File: src/hdl/ped_pkg.sv
// ----------------------------------------------------------------------------
// ped_pkg: shared definitions for the plate edge point detector
// Pixel width, register indexes, register reset values and the default
// depth limit of the lateral offset.
// ----------------------------------------------------------------------------
package ped_pkg;

   localparam int PIX_W              = 8;
   localparam int CSR_DATA_W         = 12;
   localparam int CSR_ADDR_W         = 2;
   localparam int DEFAULT_MAX_OFFSET = 32;

   // register indexes on the csr port
   typedef enum logic [CSR_ADDR_W-1:0] {
      CSR_MODE    = 2'd0,
      CSR_OFFSET  = 2'd1,
      CSR_MIN_DIF = 2'd2,
      CSR_RATIO   = 2'd3
   } csr_index_type;

   // output modes
   localparam logic MODE_SCORE  = 1'b0;
   localparam logic MODE_BINARY = 1'b1;

   localparam logic [5:0]  RST_OFFSET  = 6'd4;
   localparam logic [7:0]  RST_MIN_DIF = 8'd20;
   localparam logic [11:0] RST_RATIO   = 12'd128;

endpackage

File: src/hdl/ped_line_mem.sv
// ----------------------------------------------------------------------------
// ped_line_mem: row pixel store
// Circular pixel memory, one write and two registered reads per cycle.
// A read of the address being written returns the old contents.
// ----------------------------------------------------------------------------
module ped_line_mem #(
   parameter int DEPTH = 2 * ped_pkg::DEFAULT_MAX_OFFSET,
   parameter int AW    = $clog2(DEPTH)
) (
   input  logic                      clock,
   input  logic                      wr_en,
   input  logic [AW-1:0]             wr_addr,
   input  logic [ped_pkg::PIX_W-1:0] wr_data,
   input  logic                      rd_en,
   input  logic [AW-1:0]             rd_addr_a,
   input  logic [AW-1:0]             rd_addr_b,
   output logic [ped_pkg::PIX_W-1:0] rd_data_a,
   output logic [ped_pkg::PIX_W-1:0] rd_data_b
);

   logic [ped_pkg::PIX_W-1:0] mem [DEPTH];

   always_ff @(posedge clock) begin
      if (wr_en) begin
         mem[wr_addr] <= wr_data;
      end
   end

   always_ff @(posedge clock) begin
      if (rd_en) begin
         rd_data_a <= mem[rd_addr_a];
         rd_data_b <= mem[rd_addr_b];
      end
   end

endmodule

File: src/hdl/plate_edge_point_detector.sv
// ----------------------------------------------------------------------------
// plate_edge_point_detector: lateral contrast detector for plate edges
// Pixel stream in, one score per center pixel out, three-stage pipeline
// around a circular row memory.
// ----------------------------------------------------------------------------
// Use:
//   req_*  : pixel words in row order; tuser flags the first pixel of a row,
//            tlast the last one.
//   rsp_*  : one word per center pixel once 2*offset pixels of the row have
//            been seen; tlast marks the result made by the row's last pixel.
//   csr_*  : register writes (mode, offset, min_dif, lateral_ratio), made
//            while the stream is idle.
//   Timing: three registers (memory read, contrast stage, score stage) lie
//   between a pixel and its result; the memory read register loads at the
//   edge that accepts the pixel.
//   Throughput: one pixel per clock until a receiver stall fills the pipeline;
//   the single write port and two read ports of the row memory serve each pixel.
//   A pixel that makes no result only writes the memory and moves the row
//   count and write pointer. When the receiver stalls, the pipeline fills up
//   and req_tready falls once all three stages hold a word; nothing is dropped.
//   Reset clears row count, write pointer and valids, and resets registers. The memory
//   needs no clearing: the row count keeps unwritten entries from being used.
// ----------------------------------------------------------------------------
module plate_edge_point_detector #(
   parameter int MAX_OFFSET = ped_pkg::DEFAULT_MAX_OFFSET
) (
   input  logic                          clock,
   input  logic                          reset,
   // request stream
   input  logic                          req_tvalid,
   output logic                          req_tready,
   input  logic [7:0]                    req_tdata,   // [7:0] pixel
   input  logic                          req_tuser,   // [0] first_in_row
   input  logic                          req_tlast,   // last_in_row
   // result stream
   output logic                          rsp_tvalid,
   input  logic                          rsp_tready,
   output logic [7:0]                    rsp_tdata,   // [7:0] score
   output logic                          rsp_tlast,   // row_end
   // register writes
   input  logic                          csr_we,
   input  logic [ped_pkg::CSR_ADDR_W-1:0] csr_addr,
   input  logic [ped_pkg::CSR_DATA_W-1:0] csr_wdata
);

   localparam int DEPTH  = 2 * MAX_OFFSET;
   localparam int AW     = (DEPTH > 1) ? $clog2(DEPTH) : 1;
   localparam int FILL_W = $clog2(DEPTH + 1);
   localparam int TW     = (FILL_W > 7) ? FILL_W : 7;
   localparam int PW     = ped_pkg::PIX_W;

   // ---------------------------------------------------------------- registers
   logic        mode_ff;
   logic [5:0]  offset_ff;
   logic [7:0]  min_dif_ff;
   logic [11:0] ratio_ff;

   always_ff @(posedge clock) begin
      if (reset) begin
         mode_ff    <= ped_pkg::MODE_SCORE;
         offset_ff  <= ped_pkg::RST_OFFSET;
         min_dif_ff <= ped_pkg::RST_MIN_DIF;
         ratio_ff   <= ped_pkg::RST_RATIO;
      end else if (csr_we) begin
         unique case (ped_pkg::csr_index_type'(csr_addr))
            ped_pkg::CSR_MODE:    mode_ff    <= csr_wdata[0];
            ped_pkg::CSR_OFFSET:  offset_ff  <= csr_wdata[5:0];
            ped_pkg::CSR_MIN_DIF: min_dif_ff <= csr_wdata[7:0];
            ped_pkg::CSR_RATIO:   ratio_ff   <= csr_wdata[11:0];
            default: ;
         endcase
      end
   end

   // ---------------------------------------------------------- handshake chain
   logic s1_v_ff, s2_v_ff, rsp_v_ff;
   logic out_rdy, s2_rdy, s1_rdy, accept;

   // a stage advances when it is empty or the stage after it advances
   assign out_rdy    = !rsp_v_ff || rsp_tready;
   assign s2_rdy     = !s2_v_ff || out_rdy;
   assign s1_rdy     = !s1_v_ff || s2_rdy;
   assign req_tready = s1_rdy;
   assign accept     = req_tvalid && req_tready;

   // ---------------------------------------------------------- offset, addresses
   logic [TW-1:0] off_ext, eff_off, two_off;
   logic [FILL_W-1:0] fill_ff, fill_in, fill_base;
   logic [AW-1:0] wp_ff, wp_in, addr_l, addr_c;
   logic fire;

   // clamp the offset to 1..MAX_OFFSET
   always_comb begin
      off_ext = TW'(offset_ff);
      if (off_ext == '0) begin
         eff_off = TW'(1);
      end else if (off_ext > TW'(MAX_OFFSET)) begin
         eff_off = TW'(MAX_OFFSET);
      end else begin
         eff_off = off_ext;
      end
      two_off = eff_off << 1;
   end

   // step back through the ring: distance d from the write pointer
   function automatic logic [AW-1:0] ring_back(input logic [AW-1:0] wp,
                                               input logic [TW-1:0] d);
      logic [AW+TW:0] w, dd;
      begin
         w  = (AW+TW+1)'(wp);
         dd = (AW+TW+1)'(d);
         if (w >= dd) begin
            ring_back = AW'(w - dd);
         end else begin
            ring_back = AW'(w + (AW+TW+1)'(DEPTH) - dd);
         end
      end
   endfunction

   assign addr_l = ring_back(wp_ff, two_off);
   assign addr_c = ring_back(wp_ff, eff_off);

   // row count: a first-of-row pixel starts from zero, a last-of-row one ends it
   always_comb begin
      fill_base = req_tuser ? '0 : fill_ff;
      fire      = TW'(fill_base) >= two_off;
      if (req_tlast) begin
         fill_in = '0;
      end else if (fill_base < FILL_W'(DEPTH)) begin
         fill_in = fill_base + FILL_W'(1);
      end else begin
         fill_in = fill_base;
      end
      if (wp_ff == AW'(DEPTH - 1)) begin
         wp_in = '0;
      end else begin
         wp_in = wp_ff + AW'(1);
      end
   end

   always_ff @(posedge clock) begin
      if (reset) begin
         fill_ff <= '0;
         wp_ff   <= '0;
      end else if (accept) begin
         fill_ff <= fill_in;
         wp_ff   <= wp_in;
      end
   end

   // ---------------------------------------------------------- stage 1: memory
   logic [PW-1:0] l_rd, c_rd;
   logic [PW-1:0] s1_r_ff;
   logic          s1_last_ff;

   ped_line_mem #(
      .DEPTH (DEPTH),
      .AW    (AW)
   ) u_line_mem (
      .clock     (clock),
      .wr_en     (accept),
      .wr_addr   (wp_ff),
      .wr_data   (req_tdata[PW-1:0]),
      .rd_en     (accept),
      .rd_addr_a (addr_l),
      .rd_addr_b (addr_c),
      .rd_data_a (l_rd),
      .rd_data_b (c_rd)
   );

   always_ff @(posedge clock) begin
      if (reset) begin
         s1_v_ff <= 1'b0;
      end else if (s1_rdy) begin
         s1_v_ff <= accept && fire;
      end
   end

   // hold the right neighbour beside the memory read data
   always_ff @(posedge clock) begin
      if (accept) begin
         s1_r_ff    <= req_tdata[PW-1:0];
         s1_last_ff <= req_tlast;
      end
   end

   // ---------------------------------------------------------- stage 2: contrast
   logic [PW-1:0] dl, dr, lo_in, lat_in;
   logic [PW-1:0] s2_lo_ff, s2_lat_ff;
   logic          s2_last_ff;

   always_comb begin
      dl     = (l_rd > c_rd) ? l_rd - c_rd : '0;
      dr     = (s1_r_ff > c_rd) ? s1_r_ff - c_rd : '0;
      lo_in  = (dl < dr) ? dl : dr;
      lat_in = (l_rd > s1_r_ff) ? l_rd - s1_r_ff : s1_r_ff - l_rd;
   end

   always_ff @(posedge clock) begin
      if (reset) begin
         s2_v_ff <= 1'b0;
      end else if (s2_rdy) begin
         s2_v_ff <= s1_v_ff;
      end
   end

   always_ff @(posedge clock) begin
      if (s2_rdy) begin
         s2_lo_ff   <= lo_in;
         s2_lat_ff  <= lat_in;
         s2_last_ff <= s1_last_ff;
      end
   end

   // ---------------------------------------------------------- stage 3: score
   logic [19:0]   prod;
   logic [11:0]   limit;
   logic [PW-1:0] score_in;
   logic [PW-1:0] score_ff;
   logic          last_ff;

   always_comb begin
      prod  = 20'(ratio_ff) * 20'(s2_lo_ff);
      limit = prod[19:8];
      if (mode_ff == ped_pkg::MODE_BINARY) begin
         score_in = PW'((s2_lo_ff >= min_dif_ff) && (12'(s2_lat_ff) <= limit));
      end else begin
         score_in = (s2_lo_ff > s2_lat_ff) ? s2_lo_ff - s2_lat_ff : '0;
      end
   end

   always_ff @(posedge clock) begin
      if (reset) begin
         rsp_v_ff <= 1'b0;
      end else if (out_rdy) begin
         rsp_v_ff <= s2_v_ff;
      end
   end

   always_ff @(posedge clock) begin
      if (out_rdy) begin
         score_ff <= score_in;
         last_ff  <= s2_last_ff;
      end
   end

   assign rsp_tvalid = rsp_v_ff;
   assign rsp_tdata  = score_ff;
   assign rsp_tlast  = last_ff;

   // ---------------------------------------------------------- assertions
   a_fill_range : assert property (@(posedge clock) disable iff (reset)
      fill_ff <= FILL_W'(DEPTH))
      else $error("row count beyond memory depth");

   a_wp_range : assert property (@(posedge clock) disable iff (reset)
      32'(wp_ff) < DEPTH)
      else $error("write pointer beyond memory depth");

   a_fire_enters : assert property (@(posedge clock) disable iff (reset)
      (accept && fire) |=> s1_v_ff)
      else $error("firing pixel did not enter the pipeline");

   a_binary_flag : assert property (@(posedge clock) disable iff (reset)
      (rsp_tvalid && mode_ff == ped_pkg::MODE_BINARY) |-> (rsp_tdata[7:1] == '0))
      else $error("binary mode result wider than a flag");

endmodule

File: config.mk
export PLATFORM = sky130hd
export DESIGN_NAME = plate_edge_point_detector
export DESIGN_NICKNAME = d
export VERILOG_FILES = /design/src/hdl/ped_pkg.sv /design/src/hdl/ped_line_mem.sv /design/src/hdl/plate_edge_point_detector.sv
export SDC_FILE = /design/constraint.sdc
export NUM_CORES = 1
export LEC_CHECK = 0
export BUFFER_PORTS_ARGS = -buffer_cell sky130_fd_sc_hd__buf_2
export CORE_MARGIN = 2
export CORE_UTILIZATION = 41
export CTS_BUF_LIST = sky130_fd_sc_hd__clkbuf_16
export DETAILED_ROUTE_END_ITERATION = 12
export PLACE_DENSITY_LB_ADDON = 0.12
export SYNTH_ARGS = -nofsm -noshare
export SYNTH_HDL_FRONTEND = slang
export SYNTH_HIERARCHICAL = 1
export SYNTH_SLANG_ARGS = --single-unit
File: constraint.sdc
create_clock -name clock -period 6.3 [get_ports clock]
set_input_delay 0.315 -clock clock [delete_from_list [all_inputs] [get_ports clock]]
set_output_delay 0.315 -clock clock [all_outputs]
set_load 0.05 [all_outputs]
# Word-level counts from Yosys, hierarchy flattened
# Memory sizes are Yosys's and may differ from the RTL's. A register that Yosys moved wholly into a read port is not among the register bits.
# Cells that the tools add are included.
[totals]
ram_bits = 512
ff_bits = 78
in_bits = 29
memories = 1
output_inout_bits = 11
[classes]
order_cmp = 12
multipliers = 1
eq_ne = 4
add_sub_neg = 12
n_mux = 16
reduce_logical = 16
bitwise = 1
[memory_table]
columns = ["name", "words", "word_bits", "read_ports", "rd_clocked_by_memory_dff", "write_ports", "line_no", "rtl"]
rows = [
  ["u_line_mem.mem", 64, 8, 2, 2, 1, "ped_line_mem.sv:21", "logic [ped_pkg::PIX_W-1:0] mem [DEPTH];"],
]
[ops]
columns = ["cell", "n"]
rows = [
  ["subtractor 8 bit", 5],
  ["greater-than comparator 8 bit", 4],
  ["2-to-1 mux 8 bit", 4],
  ["2-to-1 mux 6 bit", 5],
  ["subtractor 6 bit", 4],
  ["2-to-1 mux 7 bit", 3],
  ["multiplier 12 x 8 -> 20 bit", 1],
  ["adder 6 x 1 -> 6 bit (second input constant)", 2],
  ["less-or-equal comparator 8 x 12 -> 1 bit", 1],
  ["greater-or-equal comparator 8 bit", 1],
  ["less-than comparator 8 bit", 1],
  ["AND reduction 2 bit", 4],
  ["adder 7 x 1 -> 7 bit (second input constant)", 1],
  ["greater-or-equal comparator 6 x 7 -> 1 bit", 1],
  ["greater-or-equal comparator 7 bit", 1],
  ["less-than comparator 7 bit (second input constant)", 1],
  ["equality test 6 bit (second input constant)", 1],
  ["greater-or-equal comparator 6 bit", 1],
  ["greater-than comparator 6 bit (second input constant)", 1],
  ["logical NOT 6 bit", 1],
  ["equality test 2 bit (second input constant)", 2],
  ["2-to-1 mux 1 bit", 4],
  ["logical AND 1 bit", 3],
  ["logical NOT 1 bit", 3],
  ["other kinds (5)", 7],
]

# Longest topological paths before layout
# Gate-level depths: netlist of run 1.
[logic_depth]
depth_word = 7
ltp_mapped = 27
mapped_depth_nobuf = 26

# Hierarchy
# Netlist of run 1, hierarchy kept.
[by_module_without_submodules]
columns = ["mod", "instances", "seq_area_each_um2", "cells_per_inst", "area_each_um2"]
rows = [
  ["ped_line_mem", 1, 15855.2, 1211, 24434.7],
  ["plate_edge_point_detector", 1, 1911.8, 942, 8434.3],
]

# Least setup slack after synthesis of run 1
# Ideal clock, no wire load.
[synth_timing]
path_type = "flip-flop to flip-flop"
start = "register s2_lo_ff[2]"
end = "register score_ff[0] (netlist: rsp_tdata[0]) (data pin)"
stages_incl_launch_ff = 24
setup_time_ps = 264
t_required_ps = 6036
synth_period_minus_slack_ps = 5878
path_buffers = 1
arrival_time_ps = 5614
slack_ps = 422
cell_sequence = "edfxtp_1 clkbuf_1 and2_1 fa_1 inv_1 fa_1 fa_1 fa_1 inv_1 ha_1 a21o_1 a21oi_2 o31ai_4 a311o_1 a21oi_1 xor2_1 ha_1 nand3_1 nor3_1 a211oi_1 o21ai_0 or4_4 a211oi_2 o22ai_1"
[synth_via]
elab_chain_len = 4
elab_cells_between_ends = 7
cone_classes = "mul: 1; order compare: 3; mux: 2; reduce/logical: 1"
[synth_rtl]
columns = ["element", "line_no", "rtl"]
rows = [
  ["from (decl)", "plate_edge_point_detector.sv:189", "logic [PW-1:0] s2_lo_ff, s2_lat_ff;"],
  ["from (signal assigned)", "plate_edge_point_detector.sv:209", "s2_lo_ff <= lo_in;"],
  ["multiplier 12 x 8 -> 20 bit", "plate_edge_point_detector.sv:223", "prod = 20'(ratio_ff) * 20'(s2_lo_ff);"],
  ["less-or-equal comparator 8 x 12 -> 1 bit", "plate_edge_point_detector.sv:226", "score_in = PW'((s2_lo_ff >= min_dif_ff) && (12'(s2_lat_ff) <= limit));"],
  ["logical AND 1 bit", "plate_edge_point_detector.sv:226", ""],
  ["2-to-1 mux 1 bit *", "plate_edge_point_detector.sv:225", "if (mode_ff == ped_pkg::MODE_BINARY) begin"],
  ["via score_in[0]", "plate_edge_point_detector.sv:218", "logic [PW-1:0] score_in;"],
  ["to (signal assigned)", "plate_edge_point_detector.sv:242", "score_ff <= score_in;"],
  ["to (decl)", "plate_edge_point_detector.sv:219", "logic [PW-1:0] score_ff;"],
]
# Mark *: on every way through the listed nets, which the timed path passes. The rest lies on a longest branch.
# A chain may end at the register's enable or synchronous reset.

# Final worst setup path of run 1
[layout_timing]
start = "register s2_lo_ff[3]"
end = "register score_ff[0] (netlist: rsp_tdata[0]) (data pin)"
# Same word-level chain as after synthesis.

==> out/qor.txt, run 1 <==
# clock sinks - 606
minimum clock period - 6030 ps
Mean Syn Cell Area - 15.3 um^2
Worst-Margin Slew - 1300 ps
Antenna Cells - 0
# H-tree levels - 3
Core Area - 0.0791 mm^2
Adder-Cell Fraction of Synth Area - 8.44%
nets - 2431
Total Neg Setup Slack - 0 ps
Die Ht - 287 um
sequential area share after synthesis - 54.1%
most used cell, CP - fa_1
area leader, netlist - edfxtp_1
later-pin clock latency in the skew report - 620 ps
I/O pin count - 40
area share of the largest cell type after synthesis - 51.4%
Switching Share - 30.0%
Leakage - 13.0 nW
Max Freq - 0.166 GHz
Commonest cells post-synth - 563 x edfxtp_1, 270 x mux4_2, 146 x nor2_1, 139 x inv_1, 118 x nand2_1
layout cell share with drive strength beyond 1 - 21.9%
Combinational Power Share - 25.7%
Hold Vio Cnt, Final - 0
WL per Instance - 26.5 um
mux contribution to synthesized area - 21.4%
CTS max path bufs - 3
Routed Antenna Nets - 0
Die X - 287 um
RSZ-0062 raised after global routing - false
Hold WC Path Type - in -> reg
Synth Area in Compound Gates - 5.03%
Peak supply drop - 231 uV
outcome - finished clean
TritonRoute pass-1 iters - 6
dpl cells - 3178
ys async rst share - 0%
Post-route DRC - 0
initial antenna violation count - 0
largest family of logic cells by synthesized area - multiplexers
Crit-path slowest cell - fa_1
max-slew violation count - 0
routability-driven placement congestion ratio - 0.853
Synth area leaders - edfxtp_1 51%, mux4_2 19%, ha_1 4.4%
Mapped Cells - 2153
Internal - 0.00827 W
power share of the clock group - 34.8%
pwr/cell area - 320 mW/mm^2
Area growth syn-to-layout - 12.2%
crit start category - flip-flop
vias in the first global route - 20.3k
sequential share of power - 39.6%
final wirelength - 88100 um
worst clock skew - 33.3 ps
port bufs - 39
CP endpoint kind - flip-flop
DP HPWL - 59300 um
largest net degree at the start of global routing - 74
final setup fails - 0
WP data arrival - 6360 ps
synthesis warning total - 6
CTS tree - yes
Hold Slack - 50.9 ps
number of flops mapped to enable cells by yosys - 563
Die ar. - 0.0824 mm^2
predominant post-synthesis flop cell - edfxtp_1
post-synth cell types - 68
Synth Area in XOR/XNOR - 1.17%
simple-gate share of the synthesized area - 6.62%
total CTS buffers - 71
root buffer cell - clkbuf_16
Starting DRT DRC Count - 1500
first-pass GRT wire length - 133000 um
Max Cap Viol - 0
row count - 103
vias post-DR - 19.5k
Tot GR Track Use - 21.9%
crit-path cells - and2_1 -> fa_1 -> inv_1 -> fa_1 -> fa_1 -> fa_1 -> inv_1 -> ha_4 -> a21o_1 -> a21oi_2 -> o31ai_4 -> a311o_1 -> a21oi_2 -> xor2_1 -> ha_1 -> nand3_1 -> nor3_1 -> a211oi_1 -> o21ai_0 -> or4_4 -> a211oi_2 -> o22ai_1
P_sw - 0.00354 W
CP max FO - 7
Post-Layout Cell Count - 3324
Crit Path Class - reg -> reg
synthesized cell area - 0.0329 mm^2
Initial Util - 41.5%
CTS clk-pin slew, worst paths - 60 ps
Post-Syn Nets - 2364
Max transition margin - 12.9%
overflow left after global routing - 0
Yosys reg bits - 606
most common cell in the netlist - edfxtp_1
period utilization - 95.7%
worst path required time - 6630 ps
routed vias/inst - 5.88
max incr delay on CP - 550 ps
==> metrics by stage <==
step,power [W],util [%],setup WS [ps],instance area [um^2]
after global placement,0.00775,43.4,221,34300
after detailed placement,0.00777,43.4,112,34300
final,0.0118,46.6,273,36900
after floorplan,0.00684,-,422,32900
after CTS,0.0119,46.5,108,36800
after global routing,0.0124,46.6,6.46,36900
==> power by group through the flow <==
stage / Clock, W / Sequential, W / Combinational, W
after floorplan: 0 / 0.00474 / 0.00210
after global placement: 0 / 0.00476 / 0.00298
after detailed placement: 0 / 0.00476 / 0.00300
after CTS: 0.00421 / 0.00468 / 0.00303
after global routing: 0.00436 / 0.00469 / 0.00331
final: 0.00411 / 0.00467 / 0.00303
==> worst max-delay path, delay by kind of cell, from the launching register on <==
| kind | cells | cell delay (ps) |
|---|---|---|
| buffers and inverters | 2 | 130 |
| flip-flops | 1 | 510 |
| adder cells (fa/ha/maj) | 6 | 2470 |
| AO/OA/AOI/OAI | 9 | 1630 |
| AND/OR/NAND/NOR | 4 | 820 |
| XOR/XNOR | 1 | 180 |
==> cell families (layout without fill, tap and decap cells) <==
family,Yosys count,count (layout)
muxes,365,365
xor gates and xnor gates,44,44
buffers and inverters,254,375
and+or+nand+nor,458,458
AOI/OAI and AO/OA,244,244
adders and majority gates,182,182
DFF,606,606
==> worst paths after layout <==
path,startpoint,end,slack [ps],cells after the start
worst max-delay path,s2_lo_ff[3]$_DFFE_PP_,rsp_tdata[0]$_DFFE_PP_,270,22
worst max register to register,s2_lo_ff[3]$_DFFE_PP_,rsp_tdata[0]$_DFFE_PP_,270,22
worst min register to register,s2_last_ff$_DFFE_PP_,rsp_tlast$_DFFE_PP_,430,0
worst min-delay path,rsp_tready,rsp_tvalid$_SDFFE_PP0P_,50,4
==> state kept, by name, summed over array words and instances, names as in the netlist, 7 cells and up <==
signal and flops:
u_line_mem/mem 512, ratio_ff 12, min_dif_ff 8, rsp_tdata 8
s1_r_ff 8, s2_lat_ff 8, s2_lo_ff 8, u_line_mem/rd_data_a 8
u_line_mem/rd_data_b 8, fill_ff 7
==> cells in the final DEF, fill, tap and decap left out, drive strengths merged, types with 7 or more instances in the layout <==
cell,n
edfxtp,563
mux4,270
inv,155
nor2,146
nand2,118
ha,116
buf,93
mux2i,90
clkbuf,74
and2,68
fa,66
a21oi,55
o21ai,51
dfxtp,43
nand3,31
clkinv,30
xnor2,25
nor2b,23
o22ai,22
a21o,21
nand2b,20
xor2,19
a22oi,17
nor3,16
nand4,15
dlygate4sd3,14
a211oi,12
o211ai,9
a221oi,9
o31a,8
bufinv,7
==> repair_timing <==
action | in CTS | in global routing
hold endpoints to repair | 24 | 0
buffers inserted | 0 | 5
resized for setup | 0 | 9
endpoints found under the setup margin | 0 | 1
hold buffers | 14 | 0
==> layout make-up <==
class | count | area, um^2
inverters | 141 | 546
flip-flops and latches | 606 | 17800
clock buffers | 74 | 1850
multi-input cells | 1293 | 14100
fillers | 6889 | 42200
repair buffers | 107 | 803
well taps | 1050 | 1310
clock inverters | 53 | 478
==> metal layers <==
metal / vias to the layer above / GRT usage, % / share of wire (%)
met1: 10300 / 29.7 / 43
met3: 141 / 3.25 / 5.3
met5: - / 0.291 / 0
li1: 8519 / - / -
met2: 607 / 36.4 / 49
met4: 0 / 6.90 / 3.1
(Power assumes the default switching activity.)
==> run 2: changes to the inputs <==
--- a/config.mk
+++ b/config.mk
@@ -13,2 +13,3 @@
 export PLACE_DENSITY_LB_ADDON = 0.12
+export REMOVE_ABC_BUFFERS = 1
 export SYNTH_ARGS = -nofsm -noshare
--- a/constraint.sdc
+++ b/constraint.sdc
@@ -3,2 +3,2 @@
 set_output_delay 0.315 -clock clock [all_outputs]
-set_load 0.05 [all_outputs]
+set_load 0.01 [all_outputs]
==> run 2 against run 1 <==
Critical path type unchanged. Clock power down 2%. Non-clock buffer count up 16. Via count up 0.70%. Highest routed layer unchanged. Combinational power about the same. Utilization up 0.092 points.
==> out/qor.txt, run 2 (synthesized netlist as in run 1, its figures left out) <==
routability-driven placement congestion ratio - 0.844 (-1.0%)
pwr/cell area - 317 mW/mm^2 (-0.93%)
initial antenna violation count - 0 (unchanged)
Area growth syn-to-layout - 12.5%
PnR worst setup slack - 276 ps (+2.78 ps)
GR peak layer - met2
Max transition margin - 7.56% (-5.3 points)
Core Util, Final - 46.7% (+0.092 points)
Largest register FFs - 512 (unchanged)
P_sw - 0.00354 W (-0.22%)
CTS clk-pin slew, worst paths - 60 ps (about the same)
Initial Util - 41.5% (unchanged)
# H-tree levels - 3 (unchanged)
Tot GR Track Use - 22.4% (+0.52 points)
final wirelength - 90500 um (+2.7%)
I/O pin count - 40 (unchanged)
CTS max path bufs - 3 (unchanged)
Antenna Cells - 0 (unchanged)
final setup fails - 0 (unchanged)
Internal - 0.00819 W (-0.96%)
worst clock skew - 38.6 ps (+5.33 ps)
root buffer cell - clkbuf_16
routed vias/inst - 5.90 (+0.31%)
met1 usage - 30.8% (+1.1 points)
Max Cap Viol - 0 (unchanged)
vias post-DR - 19.7k (+0.70%)
later-pin clock latency in the skew report - 630 ps (about the same)
overflow left after global routing - 0 (unchanged)
Hold WC Path Type - in -> reg
nets - 2448 (+0.70%)
Die X - 287 um (unchanged)
Switching Share - 30.2% (+0.16 points)
biggest regs - u_line_mem/mem x512, ratio_ff x12
commonest non-fill, non-tap cell in the layout - edfxtp_1
crit start category - flip-flop
max-slew violation count - 0 (unchanged)
Starting DRT DRC Count - 1767 (+18%)
row count - 103 (unchanged)
Leakage - 13.0 nW (+0.31%)
Post-route DRC - 0 (unchanged)
Worst-Margin Slew - 1380 ps (+79.5 ps)
Combinational Power Share - 25.9% (+0.2 points)
Setup WS pre-CTS - 106 ps (-6.48 ps)
met3 GRT Util - 2.80% (-0.44 points)
DP HPWL - 60900 um (+2.7%)
WL per Instance - 27.1 um (+2.3%)
Max Freq - 0.166 GHz (about the same)
Crit Path Class - reg -> reg
GRT met2 Usage - 36.9% (+0.50 points)
RSZ-0062 raised after global routing - false
Die Ht - 287 um (unchanged)
leading cell types in the layout, fill and taps excluded - 563 x edfxtp_1, 270 x mux4_2, 151 x inv_1
layout cell share with drive strength beyond 1 - 22.6% (+0.79 points)
TritonRoute pass-1 iters - 8 (+2)
Hold Vio Cnt, Final - 0 (unchanged)
port bufs - 39 (unchanged)
minimum clock period - 6020 ps (-2.78 ps)
first-pass GRT wire length - 136000 um (+2.0%)
outcome - finished clean
period utilization - 95.6% (about the same)
Core Area - 0.0791 mm^2 (unchanged)
Die ar. - 0.0824 mm^2 (unchanged)
WP data arrival - 6360 ps (about the same)
worst path required time - 6630 ps (about the same)
CP max FO - 6 (-1)
# clock sinks - 606 (unchanged)
largest net degree at the start of global routing - 74 (unchanged)
Routed Antenna Nets - 0 (unchanged)
CTS tree - yes
total CTS buffers - 72 (+1.4%)
power share of the clock group - 34.3% (-0.5 points)
Biggest register - u_line_mem/mem
sequential share of power - 39.8% (+0.2 points)
vias in the first global route - 20.4k (+0.56%)
Peak supply drop - 229 uV (-0.65%)
CP endpoint kind - flip-flop
[run 2: layout make-up]
cell class	count	area (um^2)
inverters	141	546
clock buffers	73	1830
multi-input cells	1293	14100
repair buffers	123	915
clock inverters	51	459
flip-flops and latches	606	17800
fillers	6814	42200
well taps	1050	1310
[run 2: final timing paths]
kind	depth (start not counted)	slack, ps	startpoint	endpoint
hold / removal	4	40	rsp_tready	rsp_tvalid$_SDFFE_PP0P_
hold reg to reg	0	410	s2_last_ff$_DFFE_PP_	rsp_tlast$_DFFE_PP_
setup reg to reg	22	280	s2_lo_ff[4]$_DFFE_PP_	rsp_tdata[0]$_DFFE_PP_
setup / recovery	22	280	s2_lo_ff[4]$_DFFE_PP_	rsp_tdata[0]$_DFFE_PP_
[run 2: worst max-delay path, stage by stage (launching register included)]
cell and delay (ps):
edfxtp_1 510, and2_4 220, fa_1 480, inv_1 60
fa_1 560, fa_1 430, fa_1 490, inv_1 60
ha_4 230, a21o_1 200, a21oi_2 170, o31ai_4 130
a311o_1 440, a21oi_2 150, xor2_1 190, ha_1 280
nand3_2 100, nor3_1 50, a211oi_1 150, o21ai_1 90
or4_4 420, a211oi_2 230, o22ai_1 90
[run 2: routing by layer]
layer | vias up | wire length [um]
met5 | - | 0
met4 | 0 | 3080
met1 | 10300 | 37800
met2 | 653 | 44400
li1 | 8544 | -
met3 | 138 | 5090
[run 2: timing repair]
action / 4_1_cts / 5_1_grt
endpoints found under the setup margin: 0 / 1
hold buffers: 13 / 0
setup buffers: 0 / 8
gates resized for setup: 0 / 18
hold endpoints to repair: 23 / 0
[run 2: power groups by stage]
stage	combinational, W	sequential [W]	clock, W
floorplan	0.00215	0.00474	0
global placement	0.00297	0.00475	0
detailed placement	0.00299	0.00476	0
CTS	0.00301	0.00467	0.00413
global route	0.00331	0.00468	0.00428
finish	0.00304	0.00467	0.00402
[run 2: stage by stage]
stage | cell area, um^2 | power (W) | hold WS, ps | setup TNS, ps | instances
floorplan | 32300 | 0.00689 | 384 | -140950 | 2040
global placement | 34400 | 0.00772 | 416 | 0 | 3192
detailed placement | 34400 | 0.00775 | 408 | 0 | 3192
CTS | 36800 | 0.0118 | 3.28 | 0 | 3329
global route | 37000 | 0.0123 | 51.6 | 0 | 3337
finish | 37000 | 0.0117 | 40.5 | 0 | 3337
